$ cat config.mk
export PLATFORM = sky130hd
export DESIGN_NAME = http_request_head_tokenizer
export DESIGN_NICKNAME = d
export VERILOG_FILES = /design/src/hdl/hrt_pkg.sv /design/src/hdl/hrt_prefix.sv /design/src/hdl/hrt_core.sv /design/src/hdl/http_request_head_tokenizer.sv
export SDC_FILE = /design/constraint.sdc
export NUM_CORES = 1
export LEC_CHECK = 0
export ABC_AREA = 1
export ABC_CLOCK_PERIOD_IN_PS = 4110
export BUFFER_PORTS_ARGS = -buffer_cell sky130_fd_sc_hd__buf_4
export CAP_MARGIN = 30
export CORE_MARGIN = 1.5
export CORE_UTILIZATION = 45
export CTS_CLUSTER_SIZE = 10
export DETAILED_ROUTE_END_ITERATION = 8
export HOLD_SLACK_MARGIN = 0.02
export PLACE_DENSITY = 0.66
export SYNTH_ARGS = -nofsm -noshare
export SYNTH_HDL_FRONTEND = slang
export SYNTH_SLANG_ARGS = --single-unit
$ cat constraint.sdc
create_clock -name clk -period 4.11 [get_ports clk]
set_clock_uncertainty 0.2 [all_clocks]
set_input_delay 0.411 -clock clk [delete_from_list [all_inputs] [get_ports clk]]
set_output_delay 0.411 -clock clk [all_outputs]
set_load 0.01 [all_outputs]
$ cat src/hdl/hrt_pkg.sv
// Shared types, codes and constants for the HTTP request head tokenizer.
// No dependencies; used by every module of the block.
`default_nettype none

package hrt_pkg;

  localparam int OFF_W        = 13;
  localparam int KIND_W       = 3;
  localparam int MAX_LINE_DEF = 4096;
  localparam int HOST_LEN     = 5;
  localparam int CONN_LEN     = 11;

  localparam logic [7:0] CH_CR  = 8'd13;
  localparam logic [7:0] CH_LF  = 8'd10;
  localparam logic [7:0] CH_TAB = 8'd9;
  localparam logic [7:0] CH_SP  = 8'd32;

  localparam logic [KIND_W-1:0] KIND_REQ_LINE   = 3'd0;
  localparam logic [KIND_W-1:0] KIND_HOST       = 3'd1;
  localparam logic [KIND_W-1:0] KIND_CONNECTION = 3'd2;
  localparam logic [KIND_W-1:0] KIND_END_HEAD   = 3'd3;
  localparam logic [KIND_W-1:0] KIND_BAD_CR     = 3'd4;
  localparam logic [KIND_W-1:0] KIND_NO_BLANK   = 3'd5;
  localparam logic [KIND_W-1:0] KIND_INCOMPLETE = 3'd6;
  localparam logic [KIND_W-1:0] KIND_TOO_LONG   = 3'd7;

  localparam logic [1:0] PH_REQ  = 2'd0;
  localparam logic [1:0] PH_HDR  = 2'd1;
  localparam logic [1:0] PH_DONE = 2'd2;
  localparam logic [1:0] PH_STOP = 2'd3;

  typedef struct packed {
    logic [KIND_W-1:0] kind;
    logic [OFF_W-1:0]  method_end;
    logic [OFF_W-1:0]  uri_start;
    logic [OFF_W-1:0]  uri_end;
    logic [OFF_W-1:0]  version_start;
    logic [OFF_W-1:0]  value_start;
    logic [OFF_W-1:0]  line_length;
  } res_t;

  typedef struct packed {
    logic host_hit;
    logic conn_hit;
  } prefix_hit_t;

  // lower-case "host:"
  function automatic logic [7:0] host_char(input logic [3:0] idx);
    logic [7:0] c;
    case (idx)
      4'd0:    c = 8'h68;
      4'd1:    c = 8'h6f;
      4'd2:    c = 8'h73;
      4'd3:    c = 8'h74;
      4'd4:    c = 8'h3a;
      default: c = 8'h00;
    endcase
    return c;
  endfunction

  // lower-case "connection:"
  function automatic logic [7:0] conn_char(input logic [3:0] idx);
    logic [7:0] c;
    case (idx)
      4'd0:    c = 8'h63;
      4'd1:    c = 8'h6f;
      4'd2:    c = 8'h6e;
      4'd3:    c = 8'h6e;
      4'd4:    c = 8'h65;
      4'd5:    c = 8'h63;
      4'd6:    c = 8'h74;
      4'd7:    c = 8'h69;
      4'd8:    c = 8'h6f;
      4'd9:    c = 8'h6e;
      4'd10:   c = 8'h3a;
      default: c = 8'h00;
    endcase
    return c;
  endfunction

endpackage

`default_nettype wire

$ cat src/hdl/hrt_prefix.sv
// Case-insensitive compare of one header byte against the Host: and
// Connection: prefixes at a given line offset. Depends on hrt_pkg.
`default_nettype none

module hrt_prefix (
  input  wire logic [7:0]         data_byte,
  input  wire logic [3:0]         idx,
  output hrt_pkg::prefix_hit_t    hit
);

  logic [7:0] lc;

  always_comb begin
    if (data_byte inside {[8'h41:8'h5a]}) begin
      lc = data_byte + 8'd32;
    end else begin
      lc = data_byte;
    end
    hit.host_hit = (lc == hrt_pkg::host_char(idx));
    hit.conn_hit = (lc == hrt_pkg::conn_char(idx));
  end

endmodule

`default_nettype wire

$ cat src/hdl/hrt_core.sv
// Parse state and per-byte next-state / result logic of the tokenizer.
// Depends on hrt_pkg and hrt_prefix.
`default_nettype none

module hrt_core #(
  parameter int MAX_LINE = hrt_pkg::MAX_LINE_DEF
) (
  input  wire logic       clk,
  input  wire logic       rst,
  input  wire logic       en,
  input  wire logic [7:0] data_byte,
  input  wire logic       first_byte,
  input  wire logic       last_byte,
  output logic            res_valid,
  output hrt_pkg::res_t   res
);

  localparam int POS_W = $clog2(MAX_LINE + 1);

  logic [1:0]       phase, phase_next, ph_c;
  logic [POS_W-1:0] pos, pos_next, pos_c;
  logic             cr_pending, cr_pending_next, crp_c;
  logic [POS_W-1:0] first_blank, first_blank_next, fb_c;
  logic             blank_seen, blank_seen_next, bs_c;
  logic [POS_W-1:0] first_nonblank, first_nonblank_next, fna_c;
  logic [POS_W-1:0] last_blank, last_blank_next, lb_c;
  logic [POS_W-1:0] last_word_end, last_word_end_next, lwe_c;
  logic [1:0]       cand, cand_next, cand_c, cand_upd;
  logic [POS_W-1:0] value_begin, value_begin_next, vb_c;

  logic [POS_W-1:0] uri_s, uri_e;
  logic             blank;
  hrt_pkg::prefix_hit_t hit;

  hrt_prefix u_prefix (
    .data_byte (data_byte),
    .idx       (pos_c[3:0]),
    .hit       (hit)
  );

  always_comb begin
    // a first byte starts from the reset state
    ph_c   = first_byte ? hrt_pkg::PH_REQ : phase;
    pos_c  = first_byte ? '0 : pos;
    crp_c  = first_byte ? 1'b0 : cr_pending;
    fb_c   = first_byte ? '0 : first_blank;
    bs_c   = first_byte ? 1'b0 : blank_seen;
    fna_c  = first_byte ? '0 : first_nonblank;
    lb_c   = first_byte ? '0 : last_blank;
    lwe_c  = first_byte ? '0 : last_word_end;
    cand_c = first_byte ? 2'b11 : cand;
    vb_c   = first_byte ? '0 : value_begin;

    phase_next          = ph_c;
    pos_next            = pos_c;
    cr_pending_next     = crp_c;
    first_blank_next    = fb_c;
    blank_seen_next     = bs_c;
    first_nonblank_next = fna_c;
    last_blank_next     = lb_c;
    last_word_end_next  = lwe_c;
    cand_next           = cand_c;
    value_begin_next    = vb_c;

    res_valid = 1'b0;
    res       = '0;
    blank     = (data_byte == hrt_pkg::CH_SP) || (data_byte == hrt_pkg::CH_TAB);
    cand_upd  = cand_c;

    uri_s = (fna_c != '0) ? fna_c : pos_c;
    uri_e = (lwe_c < uri_s) ? uri_s : lwe_c;

    if ((ph_c == hrt_pkg::PH_REQ) || (ph_c == hrt_pkg::PH_HDR)) begin
      if (crp_c) begin
        cr_pending_next = 1'b0;
        if (data_byte == hrt_pkg::CH_LF) begin
          if (ph_c == hrt_pkg::PH_REQ) begin
            phase_next      = hrt_pkg::PH_HDR;
            res_valid       = 1'b1;
            res.line_length = hrt_pkg::OFF_W'(pos_c);
            if (!bs_c) begin
              res.kind = hrt_pkg::KIND_NO_BLANK;
            end else begin
              res.kind          = hrt_pkg::KIND_REQ_LINE;
              res.method_end    = hrt_pkg::OFF_W'(fb_c);
              res.uri_start     = hrt_pkg::OFF_W'(uri_s);
              res.uri_end       = hrt_pkg::OFF_W'(uri_e);
              res.version_start = hrt_pkg::OFF_W'(lb_c);
            end
          end else if (pos_c == '0) begin
            phase_next = hrt_pkg::PH_DONE;
            res_valid  = 1'b1;
            res.kind   = hrt_pkg::KIND_END_HEAD;
          end else if (cand_c[0] && (pos_c >= POS_W'(hrt_pkg::HOST_LEN))) begin
            res_valid       = 1'b1;
            res.kind        = hrt_pkg::KIND_HOST;
            res.value_start = hrt_pkg::OFF_W'((vb_c != '0) ? vb_c : pos_c);
            res.line_length = hrt_pkg::OFF_W'(pos_c);
          end else if (cand_c[1] && (pos_c >= POS_W'(hrt_pkg::CONN_LEN))) begin
            res_valid       = 1'b1;
            res.kind        = hrt_pkg::KIND_CONNECTION;
            res.value_start = hrt_pkg::OFF_W'((vb_c != '0) ? vb_c : pos_c);
            res.line_length = hrt_pkg::OFF_W'(pos_c);
          end
          pos_next            = '0;
          first_blank_next    = '0;
          blank_seen_next     = 1'b0;
          first_nonblank_next = '0;
          last_blank_next     = '0;
          last_word_end_next  = '0;
          cand_next           = 2'b11;
          value_begin_next    = '0;
        end else begin
          phase_next      = hrt_pkg::PH_STOP;
          res_valid       = 1'b1;
          res.kind        = hrt_pkg::KIND_BAD_CR;
          res.line_length = hrt_pkg::OFF_W'(pos_c);
        end
      end else if (data_byte == hrt_pkg::CH_CR) begin
        cr_pending_next = 1'b1;
      end else if (pos_c >= POS_W'(MAX_LINE)) begin
        phase_next      = hrt_pkg::PH_STOP;
        res_valid       = 1'b1;
        res.kind        = hrt_pkg::KIND_TOO_LONG;
        res.line_length = hrt_pkg::OFF_W'(pos_c);
      end else begin
        pos_next = pos_c + 1'b1;
        if (ph_c == hrt_pkg::PH_REQ) begin
          if (blank) begin
            if (!(bs_c && (lb_c == pos_c))) begin
              last_word_end_next = pos_c;
            end
            if (!bs_c) begin
              blank_seen_next  = 1'b1;
              first_blank_next = pos_c;
            end
            last_blank_next = pos_c + 1'b1;
          end else if (bs_c && (fna_c == '0)) begin
            first_nonblank_next = pos_c;
          end
        end else begin
          if (pos_c < POS_W'(hrt_pkg::CONN_LEN)) begin
            if ((pos_c < POS_W'(hrt_pkg::HOST_LEN)) && !hit.host_hit) begin
              cand_upd[0] = 1'b0;
            end
            if (!hit.conn_hit) begin
              cand_upd[1] = 1'b0;
            end
          end
          cand_next = cand_upd;
          if ((vb_c == '0) && !blank &&
              ((cand_upd[0] && (pos_c >= POS_W'(hrt_pkg::HOST_LEN))) ||
               (cand_upd[1] && (pos_c >= POS_W'(hrt_pkg::CONN_LEN))))) begin
            value_begin_next = pos_c;
          end
        end
      end

      if (last_byte && !res_valid &&
          ((phase_next == hrt_pkg::PH_REQ) || (phase_next == hrt_pkg::PH_HDR))) begin
        res_valid       = 1'b1;
        res.kind        = hrt_pkg::KIND_INCOMPLETE;
        res.line_length = hrt_pkg::OFF_W'(pos_next);
      end
    end
  end

  always_ff @(posedge clk) begin
    if (rst) begin
      phase          <= hrt_pkg::PH_REQ;
      pos            <= '0;
      cr_pending     <= 1'b0;
      first_blank    <= '0;
      blank_seen     <= 1'b0;
      first_nonblank <= '0;
      last_blank     <= '0;
      last_word_end  <= '0;
      cand           <= 2'b11;
      value_begin    <= '0;
    end else if (en) begin
      phase          <= phase_next;
      pos            <= pos_next;
      cr_pending     <= cr_pending_next;
      first_blank    <= first_blank_next;
      blank_seen     <= blank_seen_next;
      first_nonblank <= first_nonblank_next;
      last_blank     <= last_blank_next;
      last_word_end  <= last_word_end_next;
      cand           <= cand_next;
      value_begin    <= value_begin_next;
    end
  end

  a_quiet_after_end: assert property (@(posedge clk) disable iff (rst)
    en && !first_byte && ((phase == hrt_pkg::PH_DONE) || (phase == hrt_pkg::PH_STOP))
    |-> !res_valid)
    else $error("result produced after head ended or stopped");

  a_pos_bound: assert property (@(posedge clk) disable iff (rst)
    pos <= POS_W'(MAX_LINE))
    else $error("line position beyond line limit");

  a_cr_phase: assert property (@(posedge clk) disable iff (rst)
    cr_pending |-> ((phase == hrt_pkg::PH_REQ) || (phase == hrt_pkg::PH_HDR)))
    else $error("pending CR outside an active phase");

  a_too_long_len: assert property (@(posedge clk) disable iff (rst)
    en && res_valid && (res.kind == hrt_pkg::KIND_TOO_LONG)
    |-> (res.line_length == hrt_pkg::OFF_W'(MAX_LINE)))
    else $error("too-long result with wrong length");

endmodule

`default_nettype wire

$ cat src/hdl/http_request_head_tokenizer.sv
// Top level of the HTTP request head tokenizer: input register, parse core,
// result register. Depends on hrt_pkg, hrt_core and hrt_prefix.
`default_nettype none

// Takes one byte of a request head per item and returns at most one result
// per byte. A new byte is accepted every cycle while m_tready does not stall
// the output; an accepted byte sits in the input register, then its result
// loads into the result register when the core advances, and stalls on
// m_tready back up through both registers.
// Bytes that give no result leave the master side idle. Offsets
// are counted from the start of each line; MAX_LINE sets the line limit and
// the width of the internal position counters, while the reported offsets
// are always 13 bits wide (masked). s_tuser[0] restarts parsing for a new
// request; s_tlast marks the last byte currently available.

module http_request_head_tokenizer #(
  parameter int MAX_LINE = hrt_pkg::MAX_LINE_DEF
) (
  input  wire logic        clk,
  input  wire logic        rst,
  input  wire logic        s_tvalid,
  output logic             s_tready,
  input  wire logic [7:0]  s_tdata,   // data_byte
  input  wire logic [0:0]  s_tuser,   // first_byte
  input  wire logic        s_tlast,   // last_byte
  output logic             m_tvalid,
  input  wire logic        m_tready,
  output logic [79:0]      m_tdata,   // method_end, uri_start, uri_end,
                                      // version_start, value_start,
                                      // line_length, 2 zero bits
  output logic [2:0]       m_tuser    // kind
);

  logic          in_valid;
  logic [7:0]    in_byte;
  logic          in_first;
  logic          in_last;
  logic          advance;
  logic          core_valid;
  hrt_pkg::res_t core_res;
  hrt_pkg::res_t res_q;

  assign advance  = in_valid && (!m_tvalid || m_tready);
  assign s_tready = !in_valid || advance;

  hrt_core #(
    .MAX_LINE (MAX_LINE)
  ) u_core (
    .clk        (clk),
    .rst        (rst),
    .en         (advance),
    .data_byte  (in_byte),
    .first_byte (in_first),
    .last_byte  (in_last),
    .res_valid  (core_valid),
    .res        (core_res)
  );

  always_ff @(posedge clk) begin
    if (rst) begin
      in_valid <= 1'b0;
    end else if (s_tvalid && s_tready) begin
      in_valid <= 1'b1;
    end else if (advance) begin
      in_valid <= 1'b0;
    end
  end

  always_ff @(posedge clk) begin
    if (s_tvalid && s_tready) begin
      in_byte  <= s_tdata;
      in_first <= s_tuser[0];
      in_last  <= s_tlast;
    end
  end

  always_ff @(posedge clk) begin
    if (rst) begin
      m_tvalid <= 1'b0;
    end else if (advance) begin
      m_tvalid <= core_valid;
    end else if (m_tready) begin
      m_tvalid <= 1'b0;
    end
  end

  always_ff @(posedge clk) begin
    if (advance && core_valid) begin
      res_q <= core_res;
    end
  end

  assign m_tuser = res_q.kind;
  assign m_tdata = {2'b00, res_q.line_length, res_q.value_start, res_q.version_start,
                    res_q.uri_end, res_q.uri_start, res_q.method_end};

  a_uri_order: assert property (@(posedge clk) disable iff (rst)
    m_tvalid && (res_q.kind == hrt_pkg::KIND_REQ_LINE)
    |-> (res_q.uri_end >= res_q.uri_start))
    else $error("URI range inverted");

  a_zero_offsets: assert property (@(posedge clk) disable iff (rst)
    m_tvalid && (res_q.kind != hrt_pkg::KIND_REQ_LINE)
    |-> (res_q.method_end == '0) && (res_q.uri_start == '0) &&
        (res_q.uri_end == '0) && (res_q.version_start == '0))
    else $error("request line offsets set on another kind");

  a_in_taken: assert property (@(posedge clk) disable iff (rst)
    s_tvalid && s_tready |=> in_valid)
    else $error("accepted item lost from input register");

endmodule

`default_nettype wire

==> summary.txt <==
Run status
  – Status: complete, no violations

Die
  – DIE WIDTH: 157 µm
  – Die Y: 157 µm
  – IO Pins: 99
  – Die footprint: about 25000 µm²
  – Core footprint: 23300 µm²
  – Cell Rows: 56
  – Starting Density: 0.455

Power and ir drop
  – Peak supply drop: 0.000280 V
  – Leakage Power: between 5 and 6 nW
  – Power Total: 4.29 mW
  – PwrDens: 348 nW/µm²

CTS
  – Clk Latency, worst-skew pair: 0.44 ns
  – TritonCTS Buffers: 17
  – Post-CTS sizing: 0
  – Clock sinks: around 180
  – CTS tree: yes
  – H-tree depth: 4
  – Root Driver: clkbuf_16
  – Clock slew seen by the registers of the worst setup and hold paths: 0.07 ns
  – Max clock buf depth: 2

Synth
  – Synthesis-stage register bit count: about 180
  – Post-synthesis sequential area ratio: 0.419
  – Synthesized cell area: about 11000 µm²
  – Cells after Synth: between 1000 and 1500
  – Syn Area/Cell: 7.25 µm²
  – Syn. warnings: 0
  – Synth cell types: 42

GRT
  – First-pass GRT wire length: about 57000 µm
  – Vias in the first global route: 9926
  – GR Util All Layers: 0.305
  – Overflow after GRT: 0
  – Initial antenna violation count: 0
  – Pin count of the biggest net entering global routing: 72

Setup path
  – Crit path max-delay family: simple AND/OR/NAND/NOR gates
  – Setup CP Type: flop to flop
  – Flop-to-flop setup slack: 0.36 ns
  – RR Endpoint: m_tdata[33]
  – CP Max Fanout: 41
  – Most frequent cell on the critical path: nand2_1
  – Crit path DAT: 3.74 ns
  – Worst Reg-to-Reg Cells: 14
  – Critical-path cell with the highest stage delay: o21ai_0
  – CP bufs+invs: 3
  – Critical Path RT: 4.10 ns
  – Capture point of the critical path: m_tdata[33]
  – Cell breakdown of the critical path: inv_2 -> buf_12 -> nand2_1 -> o21ai_0 -> inv_1 -> ha_1 -> nand2_1 -> o21a_1 -> nand2_1 -> nand2_2 -> nand2_4 -> nand2_1 -> nand2_1 -> nor2_1
  – Critical R2R Launch: in_first
  – Startpoint Class: flop
  – Crit path depth: 14
  – Critical Path Sink Type: flop
  – Critical path launch point: in_first
  – Critical Path Max Stage Delay: 0.52 ns

Timing
  – Worst Tran Pin Value: 0.909 ns
  – Minimum clock period: roughly 3.7 ns
  – Setup violators final: 0
  – Final Hold Vio Count: 0
  – Slew Limit Fails: 0
  – TNS Setup: 0 ns
  – Slew headroom: 0.390
  – RSZ-0062 raised after global routing: false
  – Period utilization: 0.912
  – Fin Hold WS: 0.0606 ns
  – PnR worst setup slack: 0.363 ns
  – Max Clock Freq: 0.267 GHz

Finish
  – Commonest non-fill, non-tap cell in the layout: nand2_1
  – Final core occ: 0.529
  – Share of post-route cells with drive strength above 1: 0.149
  – ANT cells: 0
  – Post-layout net count: 1575
  – Design area: 12300 µm²
  – # fillers: roughly 2300
  – Final std cells w/o fill: 1879
  – Commonest non-fill, non-tap cells in the layout: nand2_1, inv_1, nor2_1
  – Layout area overhead: 16.1%

Worst hold path
  – Hold/Removal Path Class: input pin to flop

Drt
  – Antenna Nets Post-Route: 0
  – Total number of vias: 10800
  – Starting DRT DRC Count: ~1300
  – Residual DRC: 0
  – Wirelength per Cell: slightly below 20 µm
  – Vias/cell: 5.73
  – Drt first pass iters: 5
  – DRT Wirelength: 36900 µm

Placement
  – Pre-CTS setup slack: 0.441 ns
  – HPWL Detailed: 25800 µm
  – Port Buffer Count: 96
  – Placed Area: 11700 µm²
  – GPL Wtd Cong: 0.942
  – Dpl cells: 1837

Run
  – Max Cap Viol: 0
-- synth_stat cells --
library cell  count  area [µm²]
o21ai_1          10        50.1
o21ai_0         123         616
nor2_1          153         574
a21oi_2          10        87.6
o211ai_1         28         210
a211oi_1          5        37.5
inv_2             7        26.3
nand3_2          14         140
nand4_2           1        12.5
a21boi_2          1        11.3
nor3_1           13        65.1
nor2_4            2        22.5
nor3_4            1        16.3
nand2_1         340        1280
inv_1           157         589
nand2_2          15        93.8
edfxtp_1         91        2730
nand4_1          30         188
o21a_1            1        7.51
buf_6             6        67.6
buf_2            16        80.1
ha_1             14         175
buf_4             8        60.1
o2111ai_1         1        8.76
conb_1            1        3.75
o21bai_4          1        18.8
nand3_1          98         490
o221ai_1         12         105
buf_1             2        7.51
o21bai_1          1        7.51
xnor2_1           1        8.76
nand3b_1          4        30.0
o22ai_1          10        62.6
xor2_1            5        43.8
nand2_4           3        33.8
and3_1            1        6.26
dfxtp_1          86        1720
a31oi_1          13        81.3
nor2_2           13        81.3
a21oi_1         118         591
or2_2             1        6.26
clkbuf_1         48         180
-- flip-flops by register name, indices dropped and copies added (netlist names), 8 cells and up --
| name | cells |
|---|---|
| in_byte | 8 |
| m_tdata | 78 |
| u_core.first_blank | 13 |
| u_core.first_nonblank | 13 |
| u_core.last_blank | 13 |
| u_core.last_word_end | 13 |
| u_core.pos | 13 |
| u_core.value_begin | 13 |
-- how the worst min path moves through the flow --
| stage | cells past startpoint | start | end | slack (ns) |
|---|---|---|---|---|
| floorplan | 2 | u_core.first_nonblank[12] | u_core.first_nonblank[12] | 0.22 |
| global placement | 2 | u_core.first_nonblank[12] | u_core.first_nonblank[12] | 0.24 |
| detailed placement | 2 | u_core.first_nonblank[12] | u_core.first_nonblank[12] | 0.24 |
| CTS | 3 | s_tvalid | in_valid | 0.06 |
| global route | 3 | s_tvalid | in_valid | 0.09 |
| finish | 3 | s_tvalid | in_valid | 0.06 |
-- repair_timing --
item,CTS,global route
buffers inserted,0,0
setup endpoints to repair,0,0
hold endpoints to repair,10,0
hold buffers,10,0
-- power by group --
group / total, mW / switching, mW / internal, mW
Sequential: 1.97 / 0.0522 / 1.92
Combinational: 0.727 / 0.511 / 0.215
Clock: 1.60 / 0.753 / 0.843
Total: 4.29 / 1.32 / 2.97
-- final cells by class --
type,count,area (µm²),share of cell area
clock inverter,14,126,0.0102
inverter,164,617,0.0500
multi-input combinational,1045,5170,0.419
tap,319,399,0.0324
timing repair buffer,142,1140,0.0925
sequential,177,4450,0.361
clock buffer,18,429,0.0348
-- per-layer routing --
layer  up-vias  wire [µm]  GRT usage
met1      5045      15900      0.415
li1       5091          -          -
met3        83       3100     0.0518
met4         0       1270      0.122
met2       557      16600      0.483
met5         -          0          0
-- worst register-to-register path: cells and delay by family (launching register included) --
family	cells	cell delay, ns
and+or+nand+nor	8	1.06
buffers and inverters	3	0.86
AOI/OAI and AO/OA	2	0.70
DFF	1	0.40
adders and majority gates	1	0.30
-- logic make-up after synthesis --
| group | synth area share |
|---|---|
| buffers and inverters | 0.0951 |
| and+or+nand+nor | 0.286 |
| other | 0.000353 |
| AOI/OAI and AO/OA | 0.178 |
| xor gates and xnor gates | 0.00494 |
| DFF | 0.419 |
| adders and majority gates | 0.0165 |
(Power assumes the default switching activity.)
